[src/rtl/gda_pkg.sv]
// Package for the Gregorian date-plus-days unit.
// Holds the calendar constants and the control struct of the year residue unit.
// No dependencies.
`default_nettype none

package gda_pkg;

	// Width of a year field and the last year that may be represented.
	localparam int YEAR_WIDTH = 14;
	localparam int MAX_YEAR = 9999;

	// The leap-year pattern repeats every 400 years.
	localparam int CYCLE_YEARS = 400;
	localparam int R400_WIDTH = $clog2(CYCLE_YEARS);

	// Default width of the day count.
	localparam int DAYS_WIDTH_DEF = 16;

	// Commands to the year residue unit.
	typedef struct packed {
		logic load;   // take a new year and reduce it modulo 400
		logic inc;    // the year advanced by one
	} r400_ctl_t;

endpackage

`default_nettype wire

[src/rtl/gregorian_date_add_days_unit.sv]
// Channel  | Signals                                              | Handshake
// ---------+------------------------------------------------------+----------------------
// command  | start_day, start_month, start_year, days_to_add      | start, taken when !busy
// result   | status, result_day, result_month, result_year        | done, one-cycle strobe
//
// An item is reduced modulo 400, its day checked, then walked one month at a time;
// the month walk through the subtract-and-compare step dominates. An invalid month or
// year is answered in the cycle after accept.
// Reset clears the sequencer and the strobe; the result cannot be stalled.
// Top level of the Gregorian date-plus-days unit; depends on gda_pkg, gda_r400, gda_cal.
`default_nettype none

module gregorian_date_add_days_unit #(
	parameter int DAYS_WIDTH = gda_pkg::DAYS_WIDTH_DEF
) (
	input  wire logic                               clk,
	input  wire logic                               arst_n,
	input  wire logic                               start,
	output logic                                    busy,
	input  wire logic [4:0]                         start_day,
	input  wire logic [3:0]                         start_month,
	input  wire logic [gda_pkg::YEAR_WIDTH-1:0]     start_year,
	input  wire logic [DAYS_WIDTH-1:0]              days_to_add,
	output logic                                    done,
	output logic [1:0]                              status,
	output logic [4:0]                              result_day,
	output logic [3:0]                              result_month,
	output logic [gda_pkg::YEAR_WIDTH-1:0]          result_year
);
	import gda_pkg::*;

	localparam logic [2:0] ST_IDLE   = 3'd0;
	localparam logic [2:0] ST_REDUCE = 3'd1;
	localparam logic [2:0] ST_CHECK  = 3'd2;
	localparam logic [2:0] ST_WALK   = 3'd3;

	localparam logic [1:0] STAT_OK       = 2'd0;
	localparam logic [1:0] STAT_INVALID  = 2'd1;
	localparam logic [1:0] STAT_OVERFLOW = 2'd2;

	localparam logic [YEAR_WIDTH-1:0] LAST_YEAR = YEAR_WIDTH'(MAX_YEAR);

	logic [2:0]              state_q;
	logic [4:0]              day_q;
	logic [3:0]              month_q;
	logic [YEAR_WIDTH-1:0]   year_q;
	logic [DAYS_WIDTH-1:0]   left_days_q;

	r400_ctl_t               r400_ctl;
	logic                    r400_ready;
	logic [R400_WIDTH-1:0]   r400;
	logic [4:0]              month_len;
	logic [4:0]              rest;
	logic [DAYS_WIDTH-1:0]   rest_ext;
	logic                    accept;
	logic                    bad_head;

	gda_r400 u_r400 (
		.clk     (clk),
		.arst_n  (arst_n),
		.ctl     (r400_ctl),
		.year    (start_year),
		.ready   (r400_ready),
		.residue (r400)
	);

	gda_cal u_cal (
		.month     (month_q),
		.residue   (r400),
		.month_len (month_len)
	);

	assign busy = (state_q != ST_IDLE);
	assign accept = start && !busy;

	// Month and year range checks that need no calendar lookup.
	assign bad_head = (start_month == 4'd0) || (start_month > 4'd12) ||
		(start_year == '0) || (start_year > LAST_YEAR);

	// Days remaining in the current month after the current day.
	assign rest = month_len - day_q;
	assign rest_ext = DAYS_WIDTH'(rest);

	// Residue unit commands: load on accept, step when the walk wraps a year.
	always_comb begin
		r400_ctl.load = accept;
		r400_ctl.inc = (state_q == ST_WALK) && (left_days_q > rest_ext) &&
			(month_q == 4'd12);
	end

	// Sequencer state and the done strobe.
	always_ff @(posedge clk or negedge arst_n) begin
		if (!arst_n) begin
			state_q <= ST_IDLE;
			done <= 1'b0;
		end else begin
			done <= 1'b0;
			case (state_q)
				ST_IDLE: begin
					if (accept) begin
						if (bad_head) begin
							done <= 1'b1;
						end else begin
							state_q <= ST_REDUCE;
						end
					end
				end
				ST_REDUCE: begin
					if (r400_ready) begin
						state_q <= ST_CHECK;
					end
				end
				ST_CHECK: begin
					if (day_q == 5'd0 || day_q > month_len) begin
						done <= 1'b1;
						state_q <= ST_IDLE;
					end else begin
						state_q <= ST_WALK;
					end
				end
				ST_WALK: begin
					if (left_days_q <= rest_ext) begin
						done <= 1'b1;
						state_q <= ST_IDLE;
					end else if (month_q == 4'd12 && year_q == LAST_YEAR) begin
						done <= 1'b1;
						state_q <= ST_IDLE;
					end
				end
				default: state_q <= ST_IDLE;
			endcase
		end
	end

	// Working date and the count of days still to add.
	always_ff @(posedge clk) begin
		if (accept) begin
			day_q <= start_day;
			month_q <= start_month;
			year_q <= start_year;
			left_days_q <= days_to_add;
		end else if (state_q == ST_WALK && left_days_q > rest_ext) begin
			left_days_q <= left_days_q - rest_ext - 1'b1;
			day_q <= 5'd1;
			if (month_q == 4'd12) begin
				month_q <= 4'd1;
				year_q <= year_q + 1'b1;
			end else begin
				month_q <= month_q + 1'b1;
			end
		end
	end

	// Result registers, written in the cycle that finishes an item.
	always_ff @(posedge clk) begin
		if (accept && bad_head) begin
			status <= STAT_INVALID;
			result_day <= '0;
			result_month <= '0;
			result_year <= '0;
		end else if (state_q == ST_CHECK && (day_q == 5'd0 || day_q > month_len)) begin
			status <= STAT_INVALID;
			result_day <= '0;
			result_month <= '0;
			result_year <= '0;
		end else if (state_q == ST_WALK) begin
			if (left_days_q <= rest_ext) begin
				status <= STAT_OK;
				result_day <= day_q + left_days_q[4:0];
				result_month <= month_q;
				result_year <= year_q;
			end else if (month_q == 4'd12 && year_q == LAST_YEAR) begin
				status <= STAT_OVERFLOW;
				result_day <= '0;
				result_month <= '0;
				result_year <= '0;
			end
		end
	end

endmodule

`default_nettype wire

[src/rtl/gda_r400.sv]
// Year residue unit: keeps the current year modulo 400.
// A load reduces the year by repeated subtraction, one step per cycle.
// Depends on gda_pkg.
`default_nettype none

module gda_r400 (
	input  wire logic                                 clk,
	input  wire logic                                 arst_n,
	input  wire gda_pkg::r400_ctl_t                   ctl,
	input  wire logic [gda_pkg::YEAR_WIDTH-1:0]       year,
	output logic                                      ready,
	output logic [gda_pkg::R400_WIDTH-1:0]            residue
);
	import gda_pkg::*;

	localparam logic [YEAR_WIDTH-1:0] CYCLE_Y = YEAR_WIDTH'(CYCLE_YEARS);
	localparam logic [YEAR_WIDTH-1:0] LAST_R = YEAR_WIDTH'(CYCLE_YEARS - 1);

	logic [YEAR_WIDTH-1:0] rem_q;

	// The subtractor takes 400 off while the residue is still too large.
	always_ff @(posedge clk or negedge arst_n) begin
		if (!arst_n) begin
			rem_q <= '0;
		end else if (ctl.load) begin
			rem_q <= year;
		end else if (rem_q >= CYCLE_Y) begin
			rem_q <= rem_q - CYCLE_Y;
		end else if (ctl.inc) begin
			rem_q <= (rem_q == LAST_R) ? '0 : rem_q + 1'b1;
		end
	end

	assign ready = (rem_q < CYCLE_Y);
	assign residue = rem_q[R400_WIDTH-1:0];

endmodule

`default_nettype wire

[src/rtl/gda_cal.sv]
// Month length lookup for the Gregorian calendar.
// Uses the year modulo 400 to decide leap years.
// Depends on gda_pkg.
`default_nettype none

module gda_cal (
	input  wire logic [3:0]                    month,
	input  wire logic [gda_pkg::R400_WIDTH-1:0] residue,
	output logic [4:0]                          month_len
);
	import gda_pkg::*;

	logic leap;

	// Divisible by 4 and not a century, or a multiple of 400.
	always_comb begin
		leap = (residue[1:0] == 2'b00) &&
			!(residue == R400_WIDTH'(100) || residue == R400_WIDTH'(200) ||
			  residue == R400_WIDTH'(300));
	end

	// Days in the month; codes outside 1 to 12 are never asked for.
	always_comb begin
		case (month)
			4'd2: month_len = leap ? 5'd29 : 5'd28;
			4'd4, 4'd6, 4'd9, 4'd11: month_len = 5'd30;
			default: month_len = 5'd31;
		endcase
	end

endmodule

`default_nettype wire

[config.mk]
export PLATFORM = sky130hd
export DESIGN_NAME = gregorian_date_add_days_unit
export DESIGN_NICKNAME = d
export VERILOG_FILES = /design/src/rtl/gda_pkg.sv /design/src/rtl/gregorian_date_add_days_unit.sv /design/src/rtl/gda_r400.sv /design/src/rtl/gda_cal.sv
export SDC_FILE = /design/constraint.sdc
export NUM_CORES = 1
export LEC_CHECK = 0
export BUFFER_PORTS_ARGS = -buffer_cell sky130_fd_sc_hd__buf_4
export CAP_MARGIN = 0
export CORE_MARGIN = 2
export CORE_UTILIZATION = 60
export CTS_CLUSTER_SIZE = 16
export DETAILED_ROUTE_END_ITERATION = 6
export HOLD_SLACK_MARGIN = 0.1
export PLACE_DENSITY = 0.89
export SLEW_MARGIN = 25
export SYNTH_ARGS = -nofsm -noshare
export SYNTH_HDL_FRONTEND = slang
export SYNTH_SLANG_ARGS = --single-unit
[constraint.sdc]
create_clock -name clk -period 10.9 [get_ports clk]
set_input_delay 0 -clock clk [delete_from_list [all_inputs] [get_ports clk]]
set_output_delay 0 -clock clk [all_outputs]
set_load 0.02 [all_outputs]
==> key figures, run 1 <==
Synthesis
  – YS warnings: 0
  – Area fraction of the dominant cell type after synthesis: 0.239
  – Top post-synthesis cells by area: edfxtp_1, dfxtp_1, dfrtp_1, ha_1, nor2_1
  – Register area share after synthesis: 0.429
  – Cell taking the most area after synthesis: edfxtp_1
  – Cells after Synth: 510
  – Synthesized cell area: 4890 um2
  – Most common cell in the netlist: nor2_1
  – Main synth FF type: edfxtp_1
  – Post-synth EDFFs: 39
  – Unique masters post-synth: 70
  – Syn avg cell area: 9.59 um2
  – Commonest cells post-synth: nor2_1, nand2_1, edfxtp_1
  – Ys async rst share: 0.210
  – Synth Register Bits: 81
  – Syn nets: 580

GRT
  – Routing usage on met1: 0.398
  – Vias in the first global route: 4364
  – Largest net degree at the start of global routing: 42
  – Total gr overflow: 0
  – GR peak layer: met2
  – Initial antenna violation count: 0
  – Total GRT Usage: 0.309
  – Met3 usage: 0.0425
  – First-pass GRT wire length: 21000 um
  – Global-route met2 utilization: 0.515

Placement
  – Dpl cell area: 5470 um2
  – Placer congestion estimate: 0.936
  – Post-placement cell count: 663
  – Input/output buffers: 68
  – HPWL Detailed: 8640 um

Clock network
  – CTS HTree Levels: 3
  – CTS Buf Count: 9
  – Worst-skew pair later-pin latency: 0.37 ns
  – Worst-path clk slew: 0.10 ns
  – Cts repair resizes: 0
  – Clock root buffer: clkbuf_8
  – Clock tree buffer depth: 2
  – CTS tree: done
  – Num Clock Sinks: 81

Worst setup path
  – Crit end category: register
  – CP Data Arrival Time: 5.25 ns
  – Critical-path maximum fanout: 25
  – Required time worst endpoint: 11.20 ns
  – WS Path Type: reg2reg
  – Startpoint types: register

Floorplan
  – IO Pins: 69
  – Die Y: 94.3 um
  – Die area: 8890 um2
  – Die W: 94.3 um
  – Rows: 32
  – Core ar.: 7810 um2
  – Initial core utilization: 0.626

STA
  – Setup Skew: 0.0164 ns
  – RSZ-0062 raised after global routing: no
  – Relative slew slack: 0.344
  – Slew Viols, Final: 0
  – Fin crit share: 0.454
  – Tightest Pin Transition: 0.984 ns
  – Post-route setup TNS: 0 ns
  – Max Freq: 0.202 GHz
  – Final setup viols: 0
  – Final Hold Fails: 0
  – Min Clock Period, post-route: 4.95 ns

Run
  – Max-Cap Viols: 0

Pwr
  – Pleak: 2.61 nW
  – Worst VDD drop: 0.0690 mV
  – Power Density: 94.1 nW/um2

Drt
  – Via count: 4564
  – ANT nets after route: 0
  – DRT iter0 DRCs: 406
  – WL per Instance: 18.1 um
  – Avg Vias per Cell: 6.30
  – DRC violation count after routing: 0
  – Routed WL: 13100 um
  – DRT Pass-1 Iters: 6

Layout
  – Register Area: 2100 um2
  – Layout Nets: 687
  – N_diodes: 0
  – Final non-filler cell total: 724
  – Layout cells sized above 1: 0.174
  – Final Instance Area: 6120 um2
  – Filler cells: 507
  – Multi-input combinational cell area: 2630 um2
  – Area Overhead vs Synth: 25.1%

Run status
  – Status: finished, final reports clean

Min path
  – Hold Path Class: in2reg
[metrics by stage]
step / power (mW) / hold WS [ns] / util / setup slack [ns]
2_1_floorplan: 0.324 / -0.296 / - / 5.52
3_3_place_gp: 0.340 / -0.116 / 0.700 / 6.32
3_5_place_dp: 0.340 / -0.116 / 0.700 / 6.16
4_1_cts: 0.570 / 0.103 / 0.783 / 6.10
5_1_grt: 0.590 / 0.136 / 0.783 / 5.60
6_report: 0.576 / 0.118 / 0.783 / 5.95
[layer usage]
| layer | wire length, um | up-vias |
|---|---|---|
| li1 | - | 2086 |
| met2 | 6290 | 270 |
| met4 | 607 | 0 |
| met1 | 5080 | 2150 |
| met3 | 1100 | 58 |
| met5 | 0 | - |
[layout make-up]
type                    count  area share
clock buffers              10      0.0243
clock inverters             6     0.00859
inverters                  20      0.0123
multi-input cells         388       0.429
flip-flops and latches     81       0.343
well taps                 102      0.0209
repair buffers            117       0.162
[critical path, cell delays in order (launching register included)]
cell       delay (ns)
dfrtp_1          0.44
inv_1            0.13
ha_1             0.25
a41oi_1          0.21
o22ai_1          0.10
a21boi_0         0.31
o221ai_1         0.20
ha_1             0.23
fa_1             0.40
nand3_1          0.12
xnor2_1          0.09
ha_1             0.41
and2b_1          0.23
o2111ai_1        0.25
a31o_2           0.35
o21bai_2         0.78
a22oi_1          0.25
nor2_1           0.14
[cell usage in the layout, fill, tap and decap left out, types with 5 or more instances in the layout]
| master | netlist | layout |
|---|---|---|
| a31oi_1 | 5 | 5 |
| nor3_1 | 9 | 9 |
| dlygate4sd3_1 | 0 | 45 |
| nand2_1 | 44 | 44 |
| ha_1 | 25 | 25 |
| dfxtp_1 | 25 | 25 |
| nand4_1 | 7 | 7 |
| buf_4 | 1 | 72 |
| dfrtp_1 | 17 | 17 |
| nand2b_1 | 8 | 8 |
| and3_1 | 7 | 7 |
| xor2_1 | 23 | 23 |
| xnor2_1 | 15 | 15 |
| nor4_1 | 6 | 6 |
| nand3_1 | 15 | 15 |
| inv_1 | 20 | 20 |
| edfxtp_1 | 39 | 39 |
| nor2_1 | 60 | 60 |
| a22oi_1 | 23 | 23 |
| a21o_1 | 7 | 7 |
| o21ai_0 | 37 | 36 |
| a21oi_1 | 24 | 24 |
| nor2b_1 | 9 | 9 |
| clkbuf_8 | 0 | 9 |
[registers in the layout (all words and copies together) (netlist names), 4 cells and up]
| signal | count |
|---|---|
| day_q | 5 |
| left_days_q | 16 |
| month_q | 4 |
| result_day | 5 |
| result_month | 4 |
| result_year | 14 |
| u_r400.rem_q | 14 |
| year_q | 14 |
[cell families after synthesis]
group                    after synthesis  share of synthesized area
XOR/XNOR                              38                     0.0680
adder cells (fa/ha/maj)               28                     0.0762
AO/OA/AOI/OAI                        130                      0.184
multiplexers                           1                    0.00230
buffers and inverters                 41                     0.0368
flip-flops                            81                      0.429
AND/OR/NAND/NOR                      191                      0.204
[final timing paths]
check | from | end | slack (ns) | cells after the start
min in group asynchronous | arst_n | u_r400.rem_q[7]$_DFFE_PN0P_ | 0.81 | 3
worst max register to register | u_r400.rem_q[4]$_DFFE_PN0P_ | result_year[12]$_SDFFE_PP0P_ | 5.95 | 17
max in group asynchronous | arst_n | state_q[0]$_DFFE_PN0P_ | 9.54 | 3
worst min register to register | status[0]$_SDFFE_PP1P_ | status[0]$_SDFFE_PP1P_ | 0.49 | 1
worst max-delay path | u_r400.rem_q[4]$_DFFE_PN0P_ | result_year[12]$_SDFFE_PP0P_ | 5.95 | 17
worst min-delay path | start | state_q[0]$_DFFE_PN0P_ | 0.12 | 4
[report_power, final]
group | internal, mW | leakage (nW) | switching [mW]
Sequential | 0.316 | 0.847 | 0
Combinational | 0.0197 | 1.65 | 0.0101
Clock | 0.101 | 0.105 | 0.128
[what timing repair did]
item                      4_1_cts  5_1_grt
hold buffers                   45        0
hold endpoints to repair       67        0
setup buffers                   0        0
Power figures use the tool's default switching activity.
==> run 2, diff against run 1 <==
--- a/config.mk
+++ b/config.mk
@@ -5,14 +5,15 @@
 export SDC_FILE = /design/constraint.sdc
 export NUM_CORES = 1
 export LEC_CHECK = 0
+export ABC_AREA = 1
 export BUFFER_PORTS_ARGS = -buffer_cell sky130_fd_sc_hd__buf_4
 export CAP_MARGIN = 0
 export CORE_MARGIN = 2
-export CORE_UTILIZATION = 60
+export CORE_UTILIZATION = 59
 export CTS_CLUSTER_SIZE = 16
 export DETAILED_ROUTE_END_ITERATION = 6
 export HOLD_SLACK_MARGIN = 0.1
-export PLACE_DENSITY = 0.89
+export PLACE_DENSITY = 0.87
 export SLEW_MARGIN = 25
 export SYNTH_ARGS = -nofsm -noshare
 export SYNTH_HDL_FRONTEND = slang
==> constraint.sdc (replaced) <==
create_clock -name clk -period 5 [get_ports clk]
set_input_delay 0 -clock clk [delete_from_list [all_inputs] [get_ports clk]]
set_output_delay 0 -clock clk [all_outputs]
set_load 0.02 [all_outputs]
==> run 2 against run 1 <==
Against the previous run: worst hold slack gained 0.14 ns; largest power group is now combinational logic; first-iteration DRC count grew 14%; count of clock-buffer cells in the layout grew 1.
==> key figures, run 2 <==
Drt
  – M1 WL: 5860 um (+15%)
  – Avg Vias per Cell: 5.84 (-7.4%)
  – DRC violation count after routing: 0 (unchanged)
  – Via count: 5203 (+14%)
  – Routed WL: 14600 um (+12%)
  – DRT Pass-1 Iters: 6 (unchanged)
  – Routed wl met2: 7050 um (+12%)
  – WL per Instance: 16.4 um (-9.2%)
  – DRT iter0 DRCs: 461 (+14%)
  – Met3 wire length: 1140 um (+4.0%)
  – DR top layer: met4
  – ANT nets after route: 0 (unchanged)

Worst setup path
  – Startpoint types: register
  – Slowest-stage cell, CP: nand2_1
  – CP top delay family: simple AND/OR/NAND/NOR gates
  – R2R depth: 18 (+1)
  – CP Capture Point: year_q[13]$_DFFE_PP_
  – CP Cell Sequence: inv_1, ha_1, a31oi_1, o31ai_1, nand2_1, nand3_1, ha_1, o21ai_0, xnor2_1, ha_1, nand2_1, nand2_1, nand3_1, nand2_1, nor2_2, nand2_2, nand4_2, nand2_1
  – WS Path Type: reg2reg
  – Slowest stage delay, CP: 0.51 ns (-0.27 ns)
  – R2r setup slk: 0.70 ns (-5.25 ns)
  – Crit Reg-Reg Endpoint: year_q[13]$_DFFE_PP_
  – CP Data Arrival Time: 4.29 ns (-0.96 ns)
  – Critical Path Most Common Cell: nand2_1
  – WP buf/inv: 1 (unchanged)
  – CP startpoint: u_r400.rem_q[4]$_DFFE_PN0P_
  – Critical-path maximum fanout: 14 (-44%)
  – Crit end category: register
  – Required time worst endpoint: 4.99 ns (-6.21 ns)
  – R2r startpoint: u_r400.rem_q[4]$_DFFE_PN0P_
  – Crit. path cell count: 18 (+1)

STA
  – Relative slew slack: 0.377 (+0.0337)
  – Setup Skew: 0.0134 ns (-0.00306 ns)
  – Min Clock Period, post-route: 4.30 ns (-0.650 ns)
  – Final setup viols: 0 (unchanged)
  – Fin Hold WS: 0.262 ns (+0.145 ns)
  – Post-route setup TNS: 0 ns (unchanged)
  – RSZ-0062 raised after global routing: no
  – Tightest Pin Transition: 0.933 ns (-0.0509 ns)
  – Fin crit share: 0.860 (+0.406)
  – Final Hold Fails: 0 (unchanged)
  – Setup ws final: 0.702 ns (-5.25 ns)
  – Max Freq: 0.233 GHz (+15%)
  – Slew Viols, Final: 0 (unchanged)

Layout
  – Number of flip-flops in the largest register: 16 (unchanged)
  – Final non-filler cell total: 891 (+23%)
  – Register with the most flip-flops: left_days_q
  – N_diodes: 0 (unchanged)
  – Layout cells sized above 1: 0.172 (-0.00122)
  – Area Overhead vs Synth: 23.2%
  – Layout Nets: 848 (+23%)
  – Filler cells: 612 (+21%)
  – Most frequent cells in the layout: nand2_1, nand3_1, buf_4
  – Commonest non-fill, non-tap cell in the layout: nand2_1

Run status
  – Status: finished, final reports clean

GRT
  – Total GRT Usage: 0.304 (-0.00576)
  – Vias in the first global route: 5030 (+15%)
  – First-pass GRT wire length: 23600 um (+12%)
  – Initial antenna violation count: 0 (unchanged)
  – Total gr overflow: 0 (unchanged)
  – Largest net degree at the start of global routing: 39 (-7.1%)

Floorplan
  – Die Y: 98.2 um (+4.1%)
  – Rows: 34 (+6.3%)
  – Die W: 98.2 um (+4.1%)
  – Initial core utilization: 0.603 (-0.0235)
  – Core ar.: 8680 um2 (+11%)
  – IO Pins: 69 (unchanged)
  – Die area: 9640 um2 (+8.4%)

Synthesis
  – Register area share after synthesis: 0.401 (-0.0280)
  – Cell taking the most area after synthesis: edfxtp_1
  – Ys async rst share: 0.210 (unchanged)
  – Syn avg cell area: 7.81 um2 (-19%)
  – Top post-synthesis cells by area: edfxtp_1, nand2_1, dfxtp_1, dfrtp_1, nand3_1
  – Commonest cells post-synth: nand2_1, nand3_1, inv_1
  – Most common cell in the netlist: nand2_1
  – Main synth FF type: edfxtp_1
  – Post-synth EDFFs: 39 (unchanged)
  – YS warnings: 0 (unchanged)
  – Area fraction of the dominant cell type after synthesis: 0.224 (-0.0156)
  – Synthesized cell area: 5230 um2 (+7.0%)
  – Cells after Synth: 670 (+31%)
  – Synth Register Bits: 81 (unchanged)
  – Syn nets: 740 (+28%)
  – Unique masters post-synth: 45 (-36%)

Min path
  – Hold Path Class: in2async

Clock network
  – Worst-path clk slew: 0.09 ns (about the same)
  – CTS HTree Levels: 3 (unchanged)
  – CTS tree: done
  – Num Clock Sinks: 81 (unchanged)
  – Clock tree buffer depth: 2 (unchanged)
  – Post-CTS setup buffer count: 0 (unchanged)
  – Clock root buffer: clkbuf_8
  – CTS Buf Count: 9 (unchanged)
  – Worst-skew pair later-pin latency: 0.35 ns (-0.02 ns)

Placement
  – Placer congestion estimate: 0.918 (-2.0%)
  – Input/output buffers: 68 (unchanged)
  – Pre-CTS WS: 0.927 ns (-5.23 ns)
  – Post-placement cell count: 833 (+26%)
  – HPWL Detailed: 9740 um (+13%)

Pwr
  – Power Density: 633 nW/um2 (+570%)
  – Tot Pwr: 4.08 mW (+610%)
  – Worst VDD drop: 0.306 mV (+340%)
  – Pleak: 3.07 nW (+18%)

Run
  – Max-Cap Viols: 0 (unchanged)
run 2: cell count changes after synthesis, sizes merged, moves of 16 or more:
cell	change
nand2	+124
nand3	+61
inv	+57
a22oi	-22
nand4	+16
o21ai	+16
run 2: how the worst min path moves through the flow:
stage	end	slack [ns]	cells past startpoint
after global routing	u_r400.rem_q[5]$_DFFE_PN0P_	0.31	3
after CTS	left_days_q[10]$_DFFE_PP_	0.45	4
final	done$_DFF_PN0_	0.26	3
after detailed placement	done$_DFF_PN0_	-0.11	1
after floorplan	done$_DFF_PN0_	-0.30	0
after global placement	done$_DFF_PN0_	-0.12	1
run 2: per-stage QoR:
stage,cell area (um2),util
final,6450,0.743
after global routing,6450,0.743
after CTS,6440,0.743
after detailed placement,5810,0.670
after global placement,5810,0.670
after floorplan,5230,-
run 2: area by class of cell:
cell class | instances | area, um2 | share of cell area
well taps | 108 | 135 | 0.0210
inverters | 77 | 292 | 0.0452
repair buffers | 114 | 956 | 0.148
flip-flops and latches | 81 | 2100 | 0.325
clock buffers | 11 | 153 | 0.0237
multi-input cells | 495 | 2750 | 0.427
clock inverters | 5 | 60.1 | 0.00932
run 2: kinds of logic after synthesis:
family | share of synthesized area
simple gates | 0.313
buf+inv | 0.0748
fa+ha+maj | 0.0713
xor+xnor | 0.0402
compound gates | 0.0995
flops | 0.401
run 2: worst register-to-register path, delay by kind of cell, from the launching register on:
family / cells / cell delay (ns)
AO/OA/AOI/OAI: 3 / 0.80
XOR/XNOR: 1 / 0.18
adder cells (fa/ha/maj): 3 / 0.88
buffers and inverters: 1 / 0.16
flip-flops: 1 / 0.49
AND/OR/NAND/NOR: 10 / 1.43
run 2: per-layer routing:
layer / GRT usage / up-vias
met5: 0 / -
met1: 0.397 / 2411
met4: 0.139 / 0
li1: - / 2447
met3: 0.0336 / 57
met2: 0.509 / 288
run 2: repair_timing:
item,4_1_cts,5_1_grt
endpoints found under the hold margin,70,0
gates resized for setup,0,0
hold buffers,42,0
run 2: power breakdown:
part | switching, mW | internal (mW) | leakage [nW]
clock | 0.250 | 0.263 | 0.105
combinational | 1.38 | 0.817 | 2.18
sequential | 0.280 | 1.09 | 0.782
total | 1.91 | 2.17 | 3.07
==> run 3, diff against run 2 <==
--- a/config.mk
+++ b/config.mk
@@ -8,7 +8,6 @@
 export ABC_AREA = 1
 export BUFFER_PORTS_ARGS = -buffer_cell sky130_fd_sc_hd__buf_4
 export CAP_MARGIN = 0
-export CORE_MARGIN = 2
 export CORE_UTILIZATION = 59
 export CTS_CLUSTER_SIZE = 16
 export DETAILED_ROUTE_END_ITERATION = 6
==> constraint.sdc (replaced) <==
create_clock -name clk -period 4.9 [get_ports clk]
set_input_delay 0 -clock clk [delete_from_list [all_inputs] [get_ports clk]]
set_output_delay 0 -clock clk [all_outputs]
set_load 0.02 [all_outputs]
==> run 3 against run 2 <==
Against the previous run: cell count decreased by 0.45%; clock skew rose by 0.0022 ns; count of clock-buffer cells in the layout shrank 2; global-route usage rose by 2.8 points; core utilization is 2.1 points higher; total power rose by 0.23%; sequential share of layout area increased by 0.24 points; clock power shrank 9.7%; routed wire length is 1.2% lower; final area down 0.72%; maximum frequency rose by 2.1%; critical path depth fell by 1; highest routed layer unchanged.
==> key figures, run 3 (same netlist as run 2, synthesis figures left out) <==
STA
  – Fin Hold WS: 0.219 ns (-0.0432 ns)
  – RSZ-0062 raised after global routing: no
  – Post-route setup TNS: 0 ns (unchanged)
  – Tightest Pin Transition: 0.673 ns (-0.259 ns)
  – Fin crit share: 0.859 (about the same)
  – Final setup viols: 0 (unchanged)
  – Final Hold Fails: 0 (unchanged)
  – Min Clock Period, post-route: 4.21 ns (-0.0873 ns)
  – Max Freq: 0.237 GHz (+2.1%)
  – Setup ws final: 0.689 ns (-0.0127 ns)
  – Setup Skew: 0.0156 ns (+0.00218 ns)
  – Slew Viols, Final: 0 (unchanged)
  – Relative slew slack: 0.551 (+0.173)

GRT
  – Initial antenna violation count: 0 (unchanged)
  – Total GRT Usage: 0.332 (+0.0281)
  – First-pass GRT wire length: 23200 um (-1.4%)
  – Total gr overflow: 0 (unchanged)
  – Largest net degree at the start of global routing: 41 (+5.1%)
  – Vias in the first global route: 4985 (-0.89%)

Worst setup path
  – Slowest stage delay, CP: 0.51 ns (about the same)
  – R2r setup slk: 0.69 ns (about the same)
  – R2R depth: 17 (-1)
  – CP Capture Point: left_days_q[11]$_DFFE_PP_
  – Critical Path Most Common Cell: ha_1
  – Slowest-stage cell, CP: dfrtp_1
  – R2r startpoint: u_r400.rem_q[4]$_DFFE_PN0P_
  – Critical-path maximum fanout: 8 (-6)
  – Crit end category: register
  – CP startpoint: u_r400.rem_q[4]$_DFFE_PN0P_
  – CP Data Arrival Time: 4.32 ns (+0.03 ns)
  – Startpoint types: register
  – CP Cell Sequence: inv_1, ha_1, a31oi_1, o31ai_1, nand2_1, nand3_1, ha_1, fa_1, xor2_1, ha_1, a21oi_1, nand2_1, a21oi_1, nand3_1, nor2_1, and2_1, o21ai_0
  – WS Path Type: reg2reg
  – Required time worst endpoint: 5.01 ns (+0.02 ns)
  – Crit Reg-Reg Endpoint: left_days_q[11]$_DFFE_PP_

Layout
  – Layout Nets: 847 (-0.12%)
  – Commonest non-fill, non-tap cell in the layout: nand2_1
  – Register with the most flip-flops: left_days_q
  – N_diodes: 0 (unchanged)
  – Most frequent cells in the layout: nand2_1, nand3_1, buf_4
  – Layout cells sized above 1: 0.173 (+0.000220)
  – Number of flip-flops in the largest register: 16 (unchanged)
  – Core Util, Final: 0.764 (+0.0208)
  – Area Overhead vs Synth: 22.3%

Clock network
  – CTS tree: done
  – CTS HTree Levels: 3 (unchanged)
  – Worst-path clk slew: 0.09 ns (about the same)
  – Cts repair resizes: 0 (unchanged)
  – Worst-skew pair later-pin latency: 0.37 ns (+0.02 ns)
  – Num Clock Sinks: 81 (unchanged)
  – CTS Buf Count: 9 (unchanged)
  – Clock tree buffer depth: 2 (unchanged)
  – Hold buffers post-CTS: 42 (unchanged)
  – Post-CTS setup buffer count: 0 (unchanged)
  – Clock root buffer: clkbuf_8

Drt
  – Routed WL: 14400 um (-1.2%)
  – WL per Instance: 16.3 um (-0.74%)
  – ANT nets after route: 0 (unchanged)
  – Via count: 5245 (+0.81%)
  – DRT Pass-1 Iters: 5 (-1)
  – DRT iter0 DRCs: 477 (+3.5%)
  – DRC violation count after routing: 0 (unchanged)
  – Avg Vias per Cell: 5.91 (+1.3%)

Placement
  – Input/output buffers: 68 (unchanged)
  – Placer congestion estimate: 0.982 (+6.9%)
  – Pre-CTS WS: 0.847 ns (-0.0793 ns)
  – HPWL Detailed: 9850 um (+1.1%)

Pwr
  – Share of power burned in registers: 0.342 (+0.006)
  – Switch share: 0.480 (+0.0112)
  – P_sw: 1.96 mW (+2.6%)
  – Share of power burned in combinational logic: 0.544 (+0.005)
  – Power Density: 639 nW/um2 (+0.96%)
  – Worst VDD drop: 0.385 mV (+26%)
  – Internal Power: 2.13 mW (-1.9%)
  – Pleak: 3.05 nW (-0.61%)
  – Clock power share: 0.113 (-0.013)

Floorplan
  – Die W: 96.2 um (-2.0%)
  – Initial core utilization: 0.624 (+0.0213)
  – Die area: 9250 um2 (-4.0%)
  – Die Y: 96.2 um (-2.0%)
  – IO Pins: 69 (unchanged)
  – Rows: 33 (-2.9%)
  – Core ar.: 8380 um2 (-3.4%)

Run
  – Max-Cap Viols: 0 (unchanged)

Run status
  – Status: finished, final reports clean

Min path
  – Hold Path Class: in2async
## run 3: changes by cell type in the layout (fill, tap and decap cells not counted), sizes merged
cell	before	now
buf	73	72
bufinv	1	0
clkinv	2	3
inv	78	80
clkbuf	11	9
## run 3: cell type report
type / instances / area, um2
tap: 105 / 131
clock inverter: 7 / 53.8
fill: 573 / 1980
clock buffer: 9 / 124
multi-input combinational: 495 / 2750
inverter: 77 / 292
sequential: 81 / 2100
timing repair buffer: 113 / 948
## run 3: worst min path at each step
stage                  from                endpoint  slack, ns  cells after the start
2_1_floorplan        arst_n          done$_DFF_PN0_      -0.30                      0
3_3_place_gp         arst_n          done$_DFF_PN0_      -0.11                      1
3_5_place_dp         arst_n          done$_DFF_PN0_      -0.11                      1
4_1_cts        start_day[0]  day_q[0]$_SDFFCE_PN1P_       0.43                      3
5_1_grt              arst_n          done$_DFF_PN0_       0.28                      3
6_report             arst_n          done$_DFF_PN0_       0.22                      3
## run 3: power groups by stage
stage               clock network, mW  registers [mW]  logic (mW)
finish                          0.464            1.40        2.23
global route                    0.499            1.44        2.49
CTS                             0.462            1.39        2.16
detailed placement                  0            1.40        2.11
global placement                    0            1.38        2.02
floorplan                           0            1.42        1.49
## run 3: critical path, delay by kind of cell (launching register included)
family	cells	cell delay, ns
xor+xnor	1	0.23
flops	1	0.51
compound gates	5	1.04
simple gates	6	0.80
buf+inv	1	0.16
fa+ha+maj	4	1.22
## run 3: through the flow
| stage | instances | cell area, um2 | power (mW) |
|---|---|---|---|
| floorplan | 670 | 5230 | 2.91 |
| global placement | 829 | 5800 | 3.40 |
| detailed placement | 829 | 5800 | 3.51 |
| CTS | 887 | 6400 | 4.02 |
| global route | 887 | 6400 | 4.42 |
| finish | 887 | 6400 | 4.09 |
## run 3: per-layer routing
metal  vias to the layer above  GRT usage  wire length, um  share of wire
li1                       2447          -                -              -
met1                      2438      0.409             5760           0.40
met2                       310      0.542             6830           0.47
met3                        50     0.0742             1360          0.094
met4                         0      0.173              497          0.034
met5                         -          0                0              0
